## config.mk

```make
export PLATFORM = sky130hd
export DESIGN_NAME = whole_word_literal_search_top_flat
export DESIGN_NICKNAME = d
export VERILOG_FILES = /design/src/hw/rtl/wwls_pkg.sv /design/src/hw/rtl/wwls_stream_if.sv /design/src/hw/rtl/whole_word_literal_search_top.sv /design/src/hw/rtl/wwls_csr.sv /design/src/hw/rtl/wwls_front.sv /design/src/hw/rtl/wwls_queue.sv /design/src/hw/rtl/wwls_back.sv /design/src/flat_wrapper.sv
export VERILOG_INCLUDE_DIRS = /design/src /design/src/hw/rtl
export SDC_FILE = /design/constraint.sdc
export NUM_CORES = 2
export LEC_CHECK = 0
export BUFFER_PORTS_ARGS = -buffer_cell sky130_fd_sc_hd__buf_2
export CELL_PAD_IN_SITES_DETAIL_PLACEMENT = 0
export CELL_PAD_IN_SITES_GLOBAL_PLACEMENT = 1
export CORE_UTILIZATION = 52
export DETAILED_ROUTE_END_ITERATION = 10
export GPL_ROUTABILITY_DRIVEN = 0
export HOLD_SLACK_MARGIN = 0.1
export MAX_ROUTING_LAYER = met4
export PLACE_DENSITY = 0.8
export SLEW_MARGIN = 40
export SYNTH_ARGS = -nofsm -noshare
export SYNTH_HDL_FRONTEND = slang
export SYNTH_SLANG_ARGS = --single-unit
```

## constraint.sdc

```tcl
create_clock -name clock -period 15.2 [get_ports clock]
set_input_delay 0.76 -clock clock [delete_from_list [all_inputs] [get_ports clock]]
set_output_delay 0.76 -clock clock [all_outputs]
set_load 0.02 [all_outputs]
```

## src/hw/rtl/whole_word_literal_search_top_assert.svh

```systemverilog
// assertion macros for the whole-word literal search block
`ifndef WHOLE_WORD_LITERAL_SEARCH_TOP_ASSERT_SVH
`define WHOLE_WORD_LITERAL_SEARCH_TOP_ASSERT_SVH
`ifndef SYNTHESIS
`define WWLS_ASSERT_IMPLY(label, clk, rst, ante, cons, msg) \
   label: assert property (@(posedge clk) disable iff (rst) (ante) |-> (cons)) \
      else $error(msg);
`define WWLS_ASSERT_AFTER_RESET(label, clk, rst, cons, msg) \
   label: assert property (@(posedge clk) (rst) |=> (cons)) else $error(msg);
`else
`define WWLS_ASSERT_IMPLY(label, clk, rst, ante, cons, msg)
`define WWLS_ASSERT_AFTER_RESET(label, clk, rst, cons, msg)
`endif
`endif

```

## src/hw/rtl/wwls_pkg.sv

```systemverilog
// shared types, constants and helper functions of the whole-word literal search block
package wwls_pkg;

   localparam int unsigned PATTERN_BYTES       = 16;
   localparam int unsigned PAT_IDX_BITS        = 4;
   localparam int unsigned LEN_BITS            = 5;
   localparam int unsigned MAX_PATTERN_DEFAULT = 16;
   localparam int unsigned POS_BITS_DEFAULT    = 32;
   localparam int unsigned OUT_POS_BITS        = 32;
   localparam int unsigned TOTAL_BITS          = 32;
   localparam int unsigned QUEUE_DEPTH         = 4;
   localparam int unsigned CSR_INDEX_BITS      = 3;
   localparam int unsigned CSR_DATA_BITS       = 64;

   // result slots of one text byte, in delivery order
   localparam int unsigned SLOT_COUNT   = 3;
   localparam int unsigned SLOT_PENDING = 0;
   localparam int unsigned SLOT_FRESH   = 1;
   localparam int unsigned SLOT_SUMMARY = 2;

   localparam logic [7:0] CHAR_NUL       = 8'd0;
   localparam logic [7:0] CHAR_SPACE     = 8'd32;
   localparam logic [7:0] CHAR_TAB       = 8'd9;
   localparam logic [7:0] CHAR_CR        = 8'd13;
   localparam logic [7:0] CHAR_UPPER_A   = 8'h41;
   localparam logic [7:0] CHAR_UPPER_Z   = 8'h5a;
   localparam logic [7:0] CASE_DISTANCE  = 8'd32;

   typedef enum logic [CSR_INDEX_BITS-1:0] {
      CSR_PATTERN_LOW     = 3'd0,
      CSR_PATTERN_HIGH    = 3'd1,
      CSR_PATTERN_LENGTH  = 3'd2,
      CSR_CASE_SENSITIVE  = 3'd3,
      CSR_WHOLE_WORD      = 3'd4,
      CSR_DELIM_LOW       = 3'd5,
      CSR_DELIM_HIGH      = 3'd6,
      CSR_BEGIN_POSITION  = 3'd7
   } csr_index_type;

   typedef enum logic {
      KIND_MATCH   = 1'b0,
      KIND_SUMMARY = 1'b1
   } kind_type;

   typedef enum logic [1:0] {
      REL_BEFORE = 2'd0,
      REL_EQUAL  = 2'd1,
      REL_AFTER  = 2'd2
   } rel_type;

   typedef struct packed {
      logic [63:0]         pattern_low;
      logic [63:0]         pattern_high;
      logic [LEN_BITS-1:0] pattern_length;
      logic                case_sensitive;
      logic                whole_word;
      logic [63:0]         delim_low;
      logic [63:0]         delim_high;
      logic [31:0]         begin_position;
   } cfg_type;

   typedef struct packed {
      logic [7:0] text_byte;
      logic       end_of_text;
   } req_type;

   typedef struct packed {
      kind_type                kind;
      logic [OUT_POS_BITS-1:0] match_start;
      logic [OUT_POS_BITS-1:0] match_end;
      rel_type                 begin_relation;
      logic [TOTAL_BITS-1:0]   match_total;
      logic                    position_overflow;
      logic                    last;
   } rsp_type;

   // everything the back end needs to deliver the results of one text byte
   typedef struct packed {
      logic [SLOT_COUNT-1:0]   slots;
      logic                    overflow;
      logic [OUT_POS_BITS-1:0] pend_start;
      logic [OUT_POS_BITS-1:0] pend_end;
      rel_type                 pend_rel;
      logic [TOTAL_BITS-1:0]   pend_total;
      logic [OUT_POS_BITS-1:0] fresh_start;
      logic [OUT_POS_BITS-1:0] end_pos;
      rel_type                 fresh_rel;
      logic [TOTAL_BITS-1:0]   final_total;
   } record_type;

   function automatic logic is_delim(input logic [7:0]  c,
                                     input logic [63:0] dlow,
                                     input logic [63:0] dhigh);
      logic ws;
      ws = (c == CHAR_NUL) || (c == CHAR_SPACE) || ((c >= CHAR_TAB) && (c <= CHAR_CR));
      return ws || ((c[7:6] == 2'b00) && dlow[c[5:0]]) || ((c[7:6] == 2'b01) && dhigh[c[5:0]]);
   endfunction

   function automatic logic [7:0] fold(input logic [7:0] c);
      return ((c >= CHAR_UPPER_A) && (c <= CHAR_UPPER_Z)) ? c + CASE_DISTANCE : c;
   endfunction

   function automatic logic [TOTAL_BITS-1:0] sat_inc(input logic [TOTAL_BITS-1:0] v);
      return (v == '1) ? v : v + TOTAL_BITS'(1);
   endfunction

endpackage

```

## src/hw/rtl/wwls_stream_if.sv

```systemverilog
// valid/ready stream channel carrying one payload word per handshake
interface wwls_stream_if #(
   parameter type payload_type = logic
);
   logic        valid;
   logic        ready;
   payload_type payload;

   modport source (output valid, output payload, input ready);
   modport sink   (input valid, input payload, output ready);
endinterface

```

## src/hw/rtl/whole_word_literal_search_top.sv

```systemverilog
// top level of the whole-word literal search block
//
// req_channel takes one text byte per word, with end_of_text on the last byte
// of a text. rsp_channel returns 0 to 3 words per byte: a match held back for
// its right neighbour, a match ending at this byte, then the end of text
// summary; last marks the final word of a byte. Registers are written through
// csr_write_enable/csr_index/csr_write_data between texts.
// Throughput: one byte per cycle while each byte yields at most one word and
// the receiver takes every word; the output register delivers one word per
// cycle while the receiver is ready, so a byte with two or three words holds
// the back end for each of its words in turn.
// A result word passes from the queue entry written as its byte is taken,
// through the record register, to the output register.
// A four-entry record queue parts the matcher from the output side: when the
// receiver stalls, bytes keep flowing until the queue fills, then req ready
// drops. Bytes that give no result never take a queue entry.
// Reset (synchronous) restores register defaults, clears the match state and
// the queue, and drops rsp valid; no clearing pass is needed.
`include "whole_word_literal_search_top_assert.svh"

module whole_word_literal_search_top #(
   parameter int unsigned MAX_PATTERN = wwls_pkg::MAX_PATTERN_DEFAULT,
   parameter int unsigned POS_BITS    = wwls_pkg::POS_BITS_DEFAULT
) (
   input  logic                                clock,
   input  logic                                reset,
   wwls_stream_if.sink                         req_channel,
   wwls_stream_if.source                       rsp_channel,
   input  logic                                csr_write_enable,
   input  logic [wwls_pkg::CSR_INDEX_BITS-1:0] csr_index,
   input  logic [wwls_pkg::CSR_DATA_BITS-1:0]  csr_write_data
);

   wwls_pkg::cfg_type    cfg;
   wwls_pkg::record_type q_push_data, q_head_data;
   logic                 q_push_valid, q_push_ready;
   logic                 q_head_valid, q_pop;

   wwls_csr u_csr (
      .clock            (clock),
      .reset            (reset),
      .csr_write_enable (csr_write_enable),
      .csr_index        (csr_index),
      .csr_write_data   (csr_write_data),
      .cfg              (cfg)
   );

   wwls_front #(
      .MAX_PATTERN (MAX_PATTERN),
      .POS_BITS    (POS_BITS)
   ) u_front (
      .clock       (clock),
      .reset       (reset),
      .cfg         (cfg),
      .req_channel (req_channel),
      .push_valid  (q_push_valid),
      .push_ready  (q_push_ready),
      .push_data   (q_push_data)
   );

   wwls_queue u_queue (
      .clock      (clock),
      .reset      (reset),
      .push_valid (q_push_valid),
      .push_ready (q_push_ready),
      .push_data  (q_push_data),
      .pop_valid  (q_head_valid),
      .pop_ready  (q_pop),
      .pop_data   (q_head_data)
   );

   wwls_back u_back (
      .clock       (clock),
      .reset       (reset),
      .head_valid  (q_head_valid),
      .head_ready  (q_pop),
      .head_data   (q_head_data),
      .rsp_channel (rsp_channel)
   );

   `WWLS_ASSERT_AFTER_RESET(a_no_word_after_reset, clock, reset, !rsp_channel.valid,
      "result word valid right after reset")
   `WWLS_ASSERT_IMPLY(a_pop_has_record, clock, reset, q_pop, q_head_valid,
      "back end took a record from an empty queue")
   `WWLS_ASSERT_IMPLY(a_summary_is_last, clock, reset,
      rsp_channel.valid && (rsp_channel.payload.kind == wwls_pkg::KIND_SUMMARY),
      rsp_channel.payload.last, "summary word not marked last")
   `WWLS_ASSERT_IMPLY(a_match_counted, clock, reset,
      rsp_channel.valid && (rsp_channel.payload.kind == wwls_pkg::KIND_MATCH),
      rsp_channel.payload.match_total != '0, "match word with a zero match total")

endmodule

```

## src/hw/rtl/wwls_csr.sv

```systemverilog
// configuration registers of the whole-word literal search block
module wwls_csr (
   input  logic                                clock,
   input  logic                                reset,
   input  logic                                csr_write_enable,
   input  logic [wwls_pkg::CSR_INDEX_BITS-1:0] csr_index,
   input  logic [wwls_pkg::CSR_DATA_BITS-1:0]  csr_write_data,
   output wwls_pkg::cfg_type                   cfg
);

   wwls_pkg::cfg_type cfg_ff, cfg_in;

   always_comb begin
      cfg_in = cfg_ff;
      if (csr_write_enable) begin
         unique case (wwls_pkg::csr_index_type'(csr_index))
            wwls_pkg::CSR_PATTERN_LOW:    cfg_in.pattern_low    = csr_write_data;
            wwls_pkg::CSR_PATTERN_HIGH:   cfg_in.pattern_high   = csr_write_data;
            wwls_pkg::CSR_PATTERN_LENGTH: begin
               cfg_in.pattern_length = csr_write_data[wwls_pkg::LEN_BITS-1:0];
            end
            wwls_pkg::CSR_CASE_SENSITIVE: cfg_in.case_sensitive = csr_write_data[0];
            wwls_pkg::CSR_WHOLE_WORD:     cfg_in.whole_word     = csr_write_data[0];
            wwls_pkg::CSR_DELIM_LOW:      cfg_in.delim_low      = csr_write_data;
            wwls_pkg::CSR_DELIM_HIGH:     cfg_in.delim_high     = csr_write_data;
            wwls_pkg::CSR_BEGIN_POSITION: cfg_in.begin_position = csr_write_data[31:0];
         endcase
      end
   end

   always_ff @(posedge clock) begin
      if (reset) begin
         cfg_ff.pattern_low    <= '0;
         cfg_ff.pattern_high   <= '0;
         cfg_ff.pattern_length <= wwls_pkg::LEN_BITS'(1);
         cfg_ff.case_sensitive <= 1'b1;
         cfg_ff.whole_word     <= 1'b0;
         cfg_ff.delim_low      <= 64'd1;
         cfg_ff.delim_high     <= '0;
         cfg_ff.begin_position <= '0;
      end else begin
         cfg_ff <= cfg_in;
      end
   end

   assign cfg = cfg_ff;

endmodule

```

## src/hw/rtl/wwls_front.sv

```systemverilog
// front end: shift-and matcher, word boundary checks and per-byte result record
module wwls_front #(
   parameter int unsigned MAX_PATTERN = wwls_pkg::MAX_PATTERN_DEFAULT,
   parameter int unsigned POS_BITS    = wwls_pkg::POS_BITS_DEFAULT
) (
   input  logic                 clock,
   input  logic                 reset,
   input  wwls_pkg::cfg_type    cfg,
   wwls_stream_if.sink          req_channel,
   output logic                 push_valid,
   input  logic                 push_ready,
   output wwls_pkg::record_type push_data
);

   localparam int unsigned MASK_W = (MAX_PATTERN < wwls_pkg::PATTERN_BYTES) ?
                                    MAX_PATTERN : wwls_pkg::PATTERN_BYTES;
   localparam int unsigned CMP_W  = (POS_BITS > wwls_pkg::OUT_POS_BITS) ?
                                    POS_BITS : wwls_pkg::OUT_POS_BITS;
   localparam int unsigned OW     = wwls_pkg::OUT_POS_BITS;
   localparam int unsigned LW     = wwls_pkg::LEN_BITS;
   localparam logic [POS_BITS-1:0] POS_MAX = '1;

   function automatic wwls_pkg::rel_type relation(input logic [POS_BITS-1:0] start,
                                                  input logic [31:0]         begin_pos);
      logic [CMP_W-1:0] a;
      logic [CMP_W-1:0] b;
      a = CMP_W'(start);
      b = CMP_W'(begin_pos);
      priority if (a < b)  return wwls_pkg::REL_BEFORE;
      else if (a == b)     return wwls_pkg::REL_EQUAL;
      else                 return wwls_pkg::REL_AFTER;
   endfunction

   logic [MASK_W-1:0]   partial_ff, partial_in;
   logic [MASK_W-1:0]   left_ok_ff, left_ok_in;
   logic [POS_BITS-1:0] position_ff, position_in;
   logic                prev_delim_ff, prev_delim_in;
   logic                pending_ff, pending_in;
   logic [POS_BITS-1:0] pending_start_ff, pending_start_in;
   logic [wwls_pkg::TOTAL_BITS-1:0] total_ff, total_in;
   logic                overflow_ff, overflow_in;

   logic [7:0]          pat [wwls_pkg::PATTERN_BYTES];
   logic [LW-1:0]       len_eff;
   logic                len_nz;
   logic [wwls_pkg::PAT_IDX_BITS-1:0] last_idx;
   logic                skip_left, skip_right;
   logic [MASK_W-1:0]   len_mask, top_mask, eq, new_partial, new_left;
   logic [7:0]          c;
   logic                eot, cdel, accept, full_hit, left_fine;
   logic                at_max;
   logic [POS_BITS-1:0] end_pos, start_pos, len_pos;
   logic                pend_report, fresh_report, fresh_pending;
   logic [wwls_pkg::TOTAL_BITS-1:0] pend_total, final_total;

   assign c      = req_channel.payload.text_byte;
   assign eot    = req_channel.payload.end_of_text;
   assign accept = req_channel.valid && req_channel.ready;
   assign req_channel.ready = push_ready;

   always_comb begin
      for (int i = 0; i < wwls_pkg::PATTERN_BYTES; i++) begin
         if (i < 8) pat[i] = cfg.pattern_low[8*i +: 8];
         else       pat[i] = cfg.pattern_high[8*(i-8) +: 8];
      end
   end

   assign len_eff  = (cfg.pattern_length > LW'(MASK_W)) ? LW'(MASK_W) : cfg.pattern_length;
   assign len_nz   = (len_eff != '0);
   assign last_idx = wwls_pkg::PAT_IDX_BITS'(len_eff - LW'(1));
   assign skip_left  = len_nz && wwls_pkg::is_delim(pat[0], cfg.delim_low, cfg.delim_high);
   assign skip_right = len_nz &&
                       wwls_pkg::is_delim(pat[last_idx], cfg.delim_low, cfg.delim_high);
   assign cdel = wwls_pkg::is_delim(c, cfg.delim_low, cfg.delim_high);

   always_comb begin
      for (int i = 0; i < MASK_W; i++) begin
         len_mask[i] = (LW'(i) < len_eff);
         eq[i] = cfg.case_sensitive ? (c == pat[i]) :
                 (wwls_pkg::fold(c) == wwls_pkg::fold(pat[i]));
      end
   end

   // one-hot on the last pattern byte, empty for a zero length
   assign top_mask    = len_mask & ~(len_mask >> 1);
   assign new_partial = ((partial_ff << 1) | MASK_W'(1)) & eq & len_mask;
   assign new_left    = ((left_ok_ff << 1) | MASK_W'(skip_left || prev_delim_ff)) & len_mask;
   assign full_hit    = |(new_partial & top_mask);
   assign left_fine   = |(new_left & top_mask);

   assign at_max    = (position_ff == POS_MAX);
   assign end_pos   = at_max ? POS_MAX : position_ff + POS_BITS'(1);
   assign len_pos   = POS_BITS'(len_eff);
   assign start_pos = (end_pos >= len_pos) ? end_pos - len_pos : '0;

   assign pend_report   = pending_ff && (skip_right || cdel);
   assign fresh_report  = full_hit && (!cfg.whole_word || (left_fine && (skip_right || eot)));
   assign fresh_pending = full_hit && cfg.whole_word && left_fine && !skip_right && !eot;

   assign pend_total  = pend_report ? wwls_pkg::sat_inc(total_ff) : total_ff;
   assign final_total = fresh_report ? wwls_pkg::sat_inc(pend_total) : pend_total;

   always_comb begin
      push_data = '0;
      push_data.slots[wwls_pkg::SLOT_PENDING] = pend_report;
      push_data.slots[wwls_pkg::SLOT_FRESH]   = fresh_report;
      push_data.slots[wwls_pkg::SLOT_SUMMARY] = eot;
      push_data.overflow    = overflow_ff || at_max;
      push_data.pend_start  = OW'(pending_start_ff);
      push_data.pend_end    = OW'(end_pos - POS_BITS'(1));
      push_data.pend_rel    = relation(pending_start_ff, cfg.begin_position);
      push_data.pend_total  = pend_total;
      push_data.fresh_start = OW'(start_pos);
      push_data.end_pos     = OW'(end_pos);
      push_data.fresh_rel   = relation(start_pos, cfg.begin_position);
      push_data.final_total = final_total;
   end

   // bytes that cause no result take no queue entry
   assign push_valid = req_channel.valid && (pend_report || fresh_report || eot);

   always_comb begin
      partial_in       = partial_ff;
      left_ok_in       = left_ok_ff;
      position_in      = position_ff;
      prev_delim_in    = prev_delim_ff;
      pending_in       = pending_ff;
      pending_start_in = pending_start_ff;
      total_in         = total_ff;
      overflow_in      = overflow_ff;
      if (accept) begin
         if (eot) begin
            partial_in       = '0;
            left_ok_in       = '0;
            position_in      = '0;
            prev_delim_in    = 1'b1;
            pending_in       = 1'b0;
            pending_start_in = '0;
            total_in         = '0;
            overflow_in      = 1'b0;
         end else begin
            partial_in       = new_partial;
            left_ok_in       = new_left;
            position_in      = end_pos;
            prev_delim_in    = cdel;
            pending_in       = fresh_pending;
            pending_start_in = fresh_pending ? start_pos : pending_start_ff;
            total_in         = final_total;
            overflow_in      = overflow_ff || at_max;
         end
      end
   end

   always_ff @(posedge clock) begin
      if (reset) begin
         partial_ff       <= '0;
         left_ok_ff       <= '0;
         position_ff      <= '0;
         prev_delim_ff    <= 1'b1;
         pending_ff       <= 1'b0;
         pending_start_ff <= '0;
         total_ff         <= '0;
         overflow_ff      <= 1'b0;
      end else begin
         partial_ff       <= partial_in;
         left_ok_ff       <= left_ok_in;
         position_ff      <= position_in;
         prev_delim_ff    <= prev_delim_in;
         pending_ff       <= pending_in;
         pending_start_ff <= pending_start_in;
         total_ff         <= total_in;
         overflow_ff      <= overflow_in;
      end
   end

endmodule

```

## src/hw/rtl/wwls_queue.sv

```systemverilog
// short fifo of result records between the front and back ends
module wwls_queue (
   input  logic                 clock,
   input  logic                 reset,
   input  logic                 push_valid,
   output logic                 push_ready,
   input  wwls_pkg::record_type push_data,
   output logic                 pop_valid,
   input  logic                 pop_ready,
   output wwls_pkg::record_type pop_data
);

   localparam int unsigned DEPTH = wwls_pkg::QUEUE_DEPTH;
   localparam int unsigned PTR_W = $clog2(DEPTH);
   localparam int unsigned CNT_W = $clog2(DEPTH + 1);

   wwls_pkg::record_type entries_ff [DEPTH];
   logic [PTR_W-1:0] wr_ptr_ff, wr_ptr_in;
   logic [PTR_W-1:0] rd_ptr_ff, rd_ptr_in;
   logic [CNT_W-1:0] count_ff, count_in;
   logic             push, pop;

   assign push_ready = (count_ff != CNT_W'(DEPTH));
   assign pop_valid  = (count_ff != '0);
   assign push       = push_valid && push_ready;
   assign pop        = pop_valid && pop_ready;
   assign pop_data   = entries_ff[rd_ptr_ff];

   always_comb begin
      wr_ptr_in = push ? wr_ptr_ff + PTR_W'(1) : wr_ptr_ff;
      rd_ptr_in = pop  ? rd_ptr_ff + PTR_W'(1) : rd_ptr_ff;
      count_in  = count_ff;
      if (push && !pop)      count_in = count_ff + CNT_W'(1);
      else if (pop && !push) count_in = count_ff - CNT_W'(1);
   end

   always_ff @(posedge clock) begin
      if (push) begin
         entries_ff[wr_ptr_ff] <= push_data;
      end
   end

   always_ff @(posedge clock) begin
      if (reset) begin
         wr_ptr_ff <= '0;
         rd_ptr_ff <= '0;
         count_ff  <= '0;
      end else begin
         wr_ptr_ff <= wr_ptr_in;
         rd_ptr_ff <= rd_ptr_in;
         count_ff  <= count_in;
      end
   end

endmodule

```

## src/hw/rtl/wwls_back.sv

```systemverilog
// back end: unpacks each record into result words behind an output register
module wwls_back (
   input  logic                 clock,
   input  logic                 reset,
   input  logic                 head_valid,
   output logic                 head_ready,
   input  wwls_pkg::record_type head_data,
   wwls_stream_if.source        rsp_channel
);

   localparam int unsigned SC = wwls_pkg::SLOT_COUNT;

   wwls_pkg::record_type cur_ff, cur_in;
   logic [SC-1:0]        todo_ff, todo_in;
   logic [SC-1:0]        sel, todo_left;
   logic                 out_valid_ff, out_valid_in;
   wwls_pkg::rsp_type    out_ff, out_in;
   logic                 can_load, advance, take_head;

   always_comb begin
      sel = '0;
      priority if (todo_ff[wwls_pkg::SLOT_PENDING]) sel[wwls_pkg::SLOT_PENDING] = 1'b1;
      else if (todo_ff[wwls_pkg::SLOT_FRESH])       sel[wwls_pkg::SLOT_FRESH]   = 1'b1;
      else if (todo_ff[wwls_pkg::SLOT_SUMMARY])     sel[wwls_pkg::SLOT_SUMMARY] = 1'b1;
      else                                          sel = '0;
   end

   assign can_load  = !out_valid_ff || rsp_channel.ready;
   assign advance   = (todo_ff != '0) && can_load;
   assign todo_left = todo_ff & ~sel;
   // refill when idle or as the last word of the current record leaves
   assign take_head = head_valid && ((todo_ff == '0) || (advance && (todo_left == '0)));
   assign head_ready = take_head;

   always_comb begin
      cur_in  = take_head ? head_data : cur_ff;
      todo_in = take_head ? head_data.slots : (advance ? todo_left : todo_ff);
   end

   always_comb begin
      out_in = out_ff;
      if (advance) begin
         out_in.position_overflow = cur_ff.overflow;
         out_in.last              = (todo_left == '0);
         out_in.match_end         = cur_ff.end_pos;
         priority if (sel[wwls_pkg::SLOT_PENDING]) begin
            out_in.kind           = wwls_pkg::KIND_MATCH;
            out_in.match_start    = cur_ff.pend_start;
            out_in.match_end      = cur_ff.pend_end;
            out_in.begin_relation = cur_ff.pend_rel;
            out_in.match_total    = cur_ff.pend_total;
         end else if (sel[wwls_pkg::SLOT_FRESH]) begin
            out_in.kind           = wwls_pkg::KIND_MATCH;
            out_in.match_start    = cur_ff.fresh_start;
            out_in.begin_relation = cur_ff.fresh_rel;
            out_in.match_total    = cur_ff.final_total;
         end else begin
            out_in.kind           = wwls_pkg::KIND_SUMMARY;
            out_in.match_start    = '0;
            out_in.begin_relation = wwls_pkg::REL_BEFORE;
            out_in.match_total    = cur_ff.final_total;
         end
      end
   end

   assign out_valid_in = advance ? 1'b1 : (rsp_channel.ready ? 1'b0 : out_valid_ff);

   always_ff @(posedge clock) begin
      cur_ff <= cur_in;
      out_ff <= out_in;
   end

   always_ff @(posedge clock) begin
      if (reset) begin
         todo_ff      <= '0;
         out_valid_ff <= 1'b0;
      end else begin
         todo_ff      <= todo_in;
         out_valid_ff <= out_valid_in;
      end
   end

   assign rsp_channel.valid   = out_valid_ff;
   assign rsp_channel.payload = out_ff;

endmodule

```

## src/flat_wrapper.sv

```systemverilog
// flat-port wrapper written by rule: the top's interface ports become plain ports
module whole_word_literal_search_top_flat import wwls_pkg::*;
#(
   parameter int unsigned MAX_PATTERN = wwls_pkg::MAX_PATTERN_DEFAULT,
   parameter int unsigned POS_BITS    = wwls_pkg::POS_BITS_DEFAULT
)
  (clock, reset, csr_write_enable, csr_index, csr_write_data, req_channel_valid, req_channel_payload, req_channel_ready, rsp_channel_valid, rsp_channel_payload, rsp_channel_ready);
  wwls_stream_if #(.payload_type(req_type)) req_channel_i ();
  wwls_stream_if #(.payload_type(rsp_type)) rsp_channel_i ();
  input  logic clock;
  input  logic reset;
  input  logic csr_write_enable;
  input  logic [wwls_pkg::CSR_INDEX_BITS-1:0] csr_index;
  input  logic [wwls_pkg::CSR_DATA_BITS-1:0] csr_write_data;
  input wire logic [$bits(req_channel_i.valid)-1:0] req_channel_valid;
  input wire logic [$bits(req_channel_i.payload)-1:0] req_channel_payload;
  output wire logic [$bits(req_channel_i.ready)-1:0] req_channel_ready;
  output wire logic [$bits(rsp_channel_i.valid)-1:0] rsp_channel_valid;
  output wire logic [$bits(rsp_channel_i.payload)-1:0] rsp_channel_payload;
  input wire logic [$bits(rsp_channel_i.ready)-1:0] rsp_channel_ready;
  assign req_channel_i.valid = req_channel_valid;
  assign req_channel_i.payload = req_channel_payload;
  assign req_channel_ready = req_channel_i.ready;
  assign rsp_channel_valid = rsp_channel_i.valid;
  assign rsp_channel_payload = rsp_channel_i.payload;
  assign rsp_channel_i.ready = rsp_channel_ready;
  whole_word_literal_search_top #(.MAX_PATTERN(MAX_PATTERN), .POS_BITS(POS_BITS)) u_core (.clock(clock), .reset(reset), .req_channel(req_channel_i), .rsp_channel(rsp_channel_i), .csr_write_enable(csr_write_enable), .csr_index(csr_index), .csr_write_data(csr_write_data));
endmodule
```

==> flow_summary.toml <==
[cts]
postCtsResizedCells = 0
cts_num_sinks = 1535
clock_latency_ns = 0.83
cts_setup_buffers = 0
cts_made_buffers = 156
cts-root-buf = "clkbuf_16"
ctsLongestPathBuffers = 3
clk_transition_reported_paths_ns = 0.06
cts-hold-fix-buffers = 0
htree_num_levels = 4
cts_tree = "yes"

[power_and_ir_drop]
leakage_nw = 26.53
power_per_cell_area_mw_per_mm2 = 148.2
ir_drop_uv = 149.2

[synth]
yosysMostFrequentCell = "edfxtp_1"
synthSimpleGateAreaFrac = 0.1080
syn-cell-area_sq_mm = 0.06994
synth_edf_count = 1098
synth_fa_ha_area_frac = 0.01843
synth.mux.area_fraction = 0.1322
ys_types = 117
synth_compound_area_frac = 0.08047
synth_area_leaders = "edfxtp_1 (47%), dfxtp_1 (13%), mux4_2 (9.8%), nand2_1 (4.4%), a21oi_1 (2.8%)"
synth_fp_nets = 5597
synth-main-ff-cell = "edfxtp_1"
synth_top_family_by_area = "multiplexers"
async_reset_ff_frac = 0
yosysTopAreaCell = "edfxtp_1"
yosysSeqAreaShare = 0.5965
synthTopCellsByCount = "edfxtp_1 (1098), nand2_1 (817), dfxtp_1 (437), a21oi_1 (391), mux4_2 (303)"
synth_xor_xnor_area_share = 0.03998
avgSynthCellArea_sq_um = 12.92
ys_ff_latch = 1535
yosysTopAreaCellShare = 0.4714
synth_warnings = 0
synthCells = 5415

[sta]
final-hold-violation-count = 0
clock_skew_ns = 0.04014
setup_slack_ns = 6.149
slew_headroom = 0.4185
rsz0062_at_grt = "no"
setup_viol = 0
slew_viol_final = 0
period_needed_ns = 9.051
fmax_mhz = 110.5
fin_crit_sh = 0.5955
worst_pin_slew_ns = 0.8660
tns_ns = 0

[finish]
fill_cells = 10590
drive_gt1_frac = 0.1753
final_nets = 5708
area_growth_pct = 11.69
seqCellArea_sq_mm = 0.04173
multi_input_area_sq_mm = 0.02667

[global_routing]
grt_max_degree = 134
grt_remaining_overflow = 0
antenna_found_initial = 5
grt_pass1_wl_mm = 289.0
first_global_vias = 43800
grt_use_total = 0.2937

[setup_path]
cpMaxStageDelayCell = "dfxtp_1"
crit_required_ns = 15.66
startpoint_type = "flop"
cp-end-kind = "flop"
worstPathMaxFanout = 75
critPathMaxStageDelay_ns = 0.72
path_cells = "nand2b_1 -> ha_1 -> buf_4 -> mux4_2 -> mux2_2 -> mux2_4 -> mux2i_1 -> mux2_2 -> a2bb2o_1 -> o31ai_1 -> o21ai_2 -> a21oi_2 -> buf_4 -> o21bai_1 -> a21oi_1 -> o31a_1 -> and2_4 -> buf_4 -> buf_12 -> buf_16"
cp_common_cell = "buf_4"
criticalPathCategory = "reg -> reg"
crit_arrival_ns = 9.51

[floorplanning]
core_area_sq_mm = 0.1335
rows = 134
start_util = 0.5241
design.die.area_sq_mm = 0.1360
die_x_um = 368.7
die_y_um = 368.7
io_pins = 184

[routing]
ant_nets = 0
vias = 46390
route.detailed.drc = 0
drtPass1Iterations = 6
vias_per_cell = 6.242
drt_iter0_markers = 5455
wl_per_cell_um = 26.17
wl_mm = 194.5

[place]
pre_cts_ws_ns = 6.295
dp_hpwl_mm = 128.2
io_buffers = 183

[status]
status = "complete, no violations"

[hold_path]
hp-class = "in -> reg"

[flow_run]
cap_violations = 0
-- registers in the layout, indices dropped and copies added (netlist names), 3 cells and up, named ones only --
register	flops
u_core.u_front.total_ff	32
u_core.u_csr.cfg	295
u_core.u_front.partial_ff	15
u_core.u_front.left_ok_ff	15
u_core.u_front.pending_start_ff	32
u_core.u_back.cur_ff	197
u_core.u_queue.count_ff	3
u_core.u_queue.entries_ff	800
u_core.u_back.rsp_channel.payload	101
u_core.u_front.position_ff	32
u_core.u_back.todo_ff	3
-- layer usage --
| metal | part of all wire | global-route usage | wire length (um) | vias to the layer above |
|---|---|---|---|---|
| met4 | 0.043 | 0.1220 | 8368 | 0 |
| li1 | - | - | - | 20610 |
| met1 | 0.42 | 0.4079 | 82320 | 23300 |
| met2 | 0.46 | 0.4338 | 88600 | 2093 |
| met3 | 0.078 | 0.04421 | 15200 | 383 |
| met5 | 0 | - | 0 | - |
-- cell usage in the layout, fill, tap and decap left out, types with 99 or more instances in the layout --
master	Yosys	final
edfxtp_1	1098	1098
nand2_1	817	816
dfxtp_1	437	432
a21oi_1	391	390
mux4_2	303	303
nor2_1	281	273
buf_2	28	183
xor2_1	170	170
clkbuf_16	0	159
mux2i_1	144	144
xnor2_1	134	134
nand3_1	106	105
ha_1	99	99
-- through the flow --
step           hold slack, ns  power [mW]  utilization  instances  cell area, sq um
3_3_place_gp           0.4435       7.748       0.5436       7121             72550
2_1_floorplan          0.4003       7.086            -       5415             69940
5_1_grt                0.2285       12.01       0.5853       7430             78110
6_report               0.2478       11.57       0.5853       7431             78110
3_5_place_dp           0.4480       7.822       0.5453       7130             72780
4_1_cts                0.1973       11.67       0.5842       7421             77970
-- worst max-delay path, delay by kind of cell (launching register included) --
kind | cells | cell delay, ns
buf+inv | 5 | 2.19
compound gates | 7 | 2.01
mux | 5 | 1.96
simple gates | 2 | 0.93
flops | 1 | 0.72
fa+ha+maj | 1 | 0.69
-- cell type report --
cell class              instances  area share
flip-flops and latches       1535      0.5343
multi-input cells            3453      0.3415
clock buffers                 216     0.05560
well taps                    1768     0.02832
repair buffers                276     0.02430
clock inverters                75     0.01083
inverters                     104    0.005094
diodes                          4   0.0001281
-- power breakdown --
group	switching [mW]	leakage, nW	internal, mW
Clock	1.66	2.53	2.20
Sequential	0.219	13.7	5.29
Combinational	1.39	10.3	0.822
-- kinds of logic (layout without fill, tap and decap cells) --
group | after synthesis | after routing
AO/OA/AOI/OAI | 855 | 855
buffers and inverters | 427 | 671
multiplexers | 532 | 532
AND/OR/NAND/NOR | 1654 | 1654
other | 0 | 4
adder cells (fa/ha/maj) | 102 | 102
flip-flops | 1535 | 1535
XOR/XNOR | 310 | 310
-- path summary, 6_finish.rpt --
kind / startpoint / slack (ns) / cells after the start / end
worst min-delay path: csr_write_data[55] / 0.25 / 3 / u_core.u_csr.cfg[286]$_SDFFE_PP0P_
worst max register to register: u_core.u_csr.cfg[166]$_SDFFE_PP0P_ / 6.15 / 20 / u_core.u_queue.entries_ff[0][41]$_DFFE_PP_
worst max-delay path: u_core.u_csr.cfg[166]$_SDFFE_PP0P_ / 6.15 / 20 / u_core.u_queue.entries_ff[0][41]$_DFFE_PP_
worst min register to register: u_core.u_csr.cfg[2]$_SDFFE_PP0P_ / 0.46 / 2 / u_core.u_csr.cfg[2]$_SDFFE_PP0P_
Power figures use the tool's default switching activity.
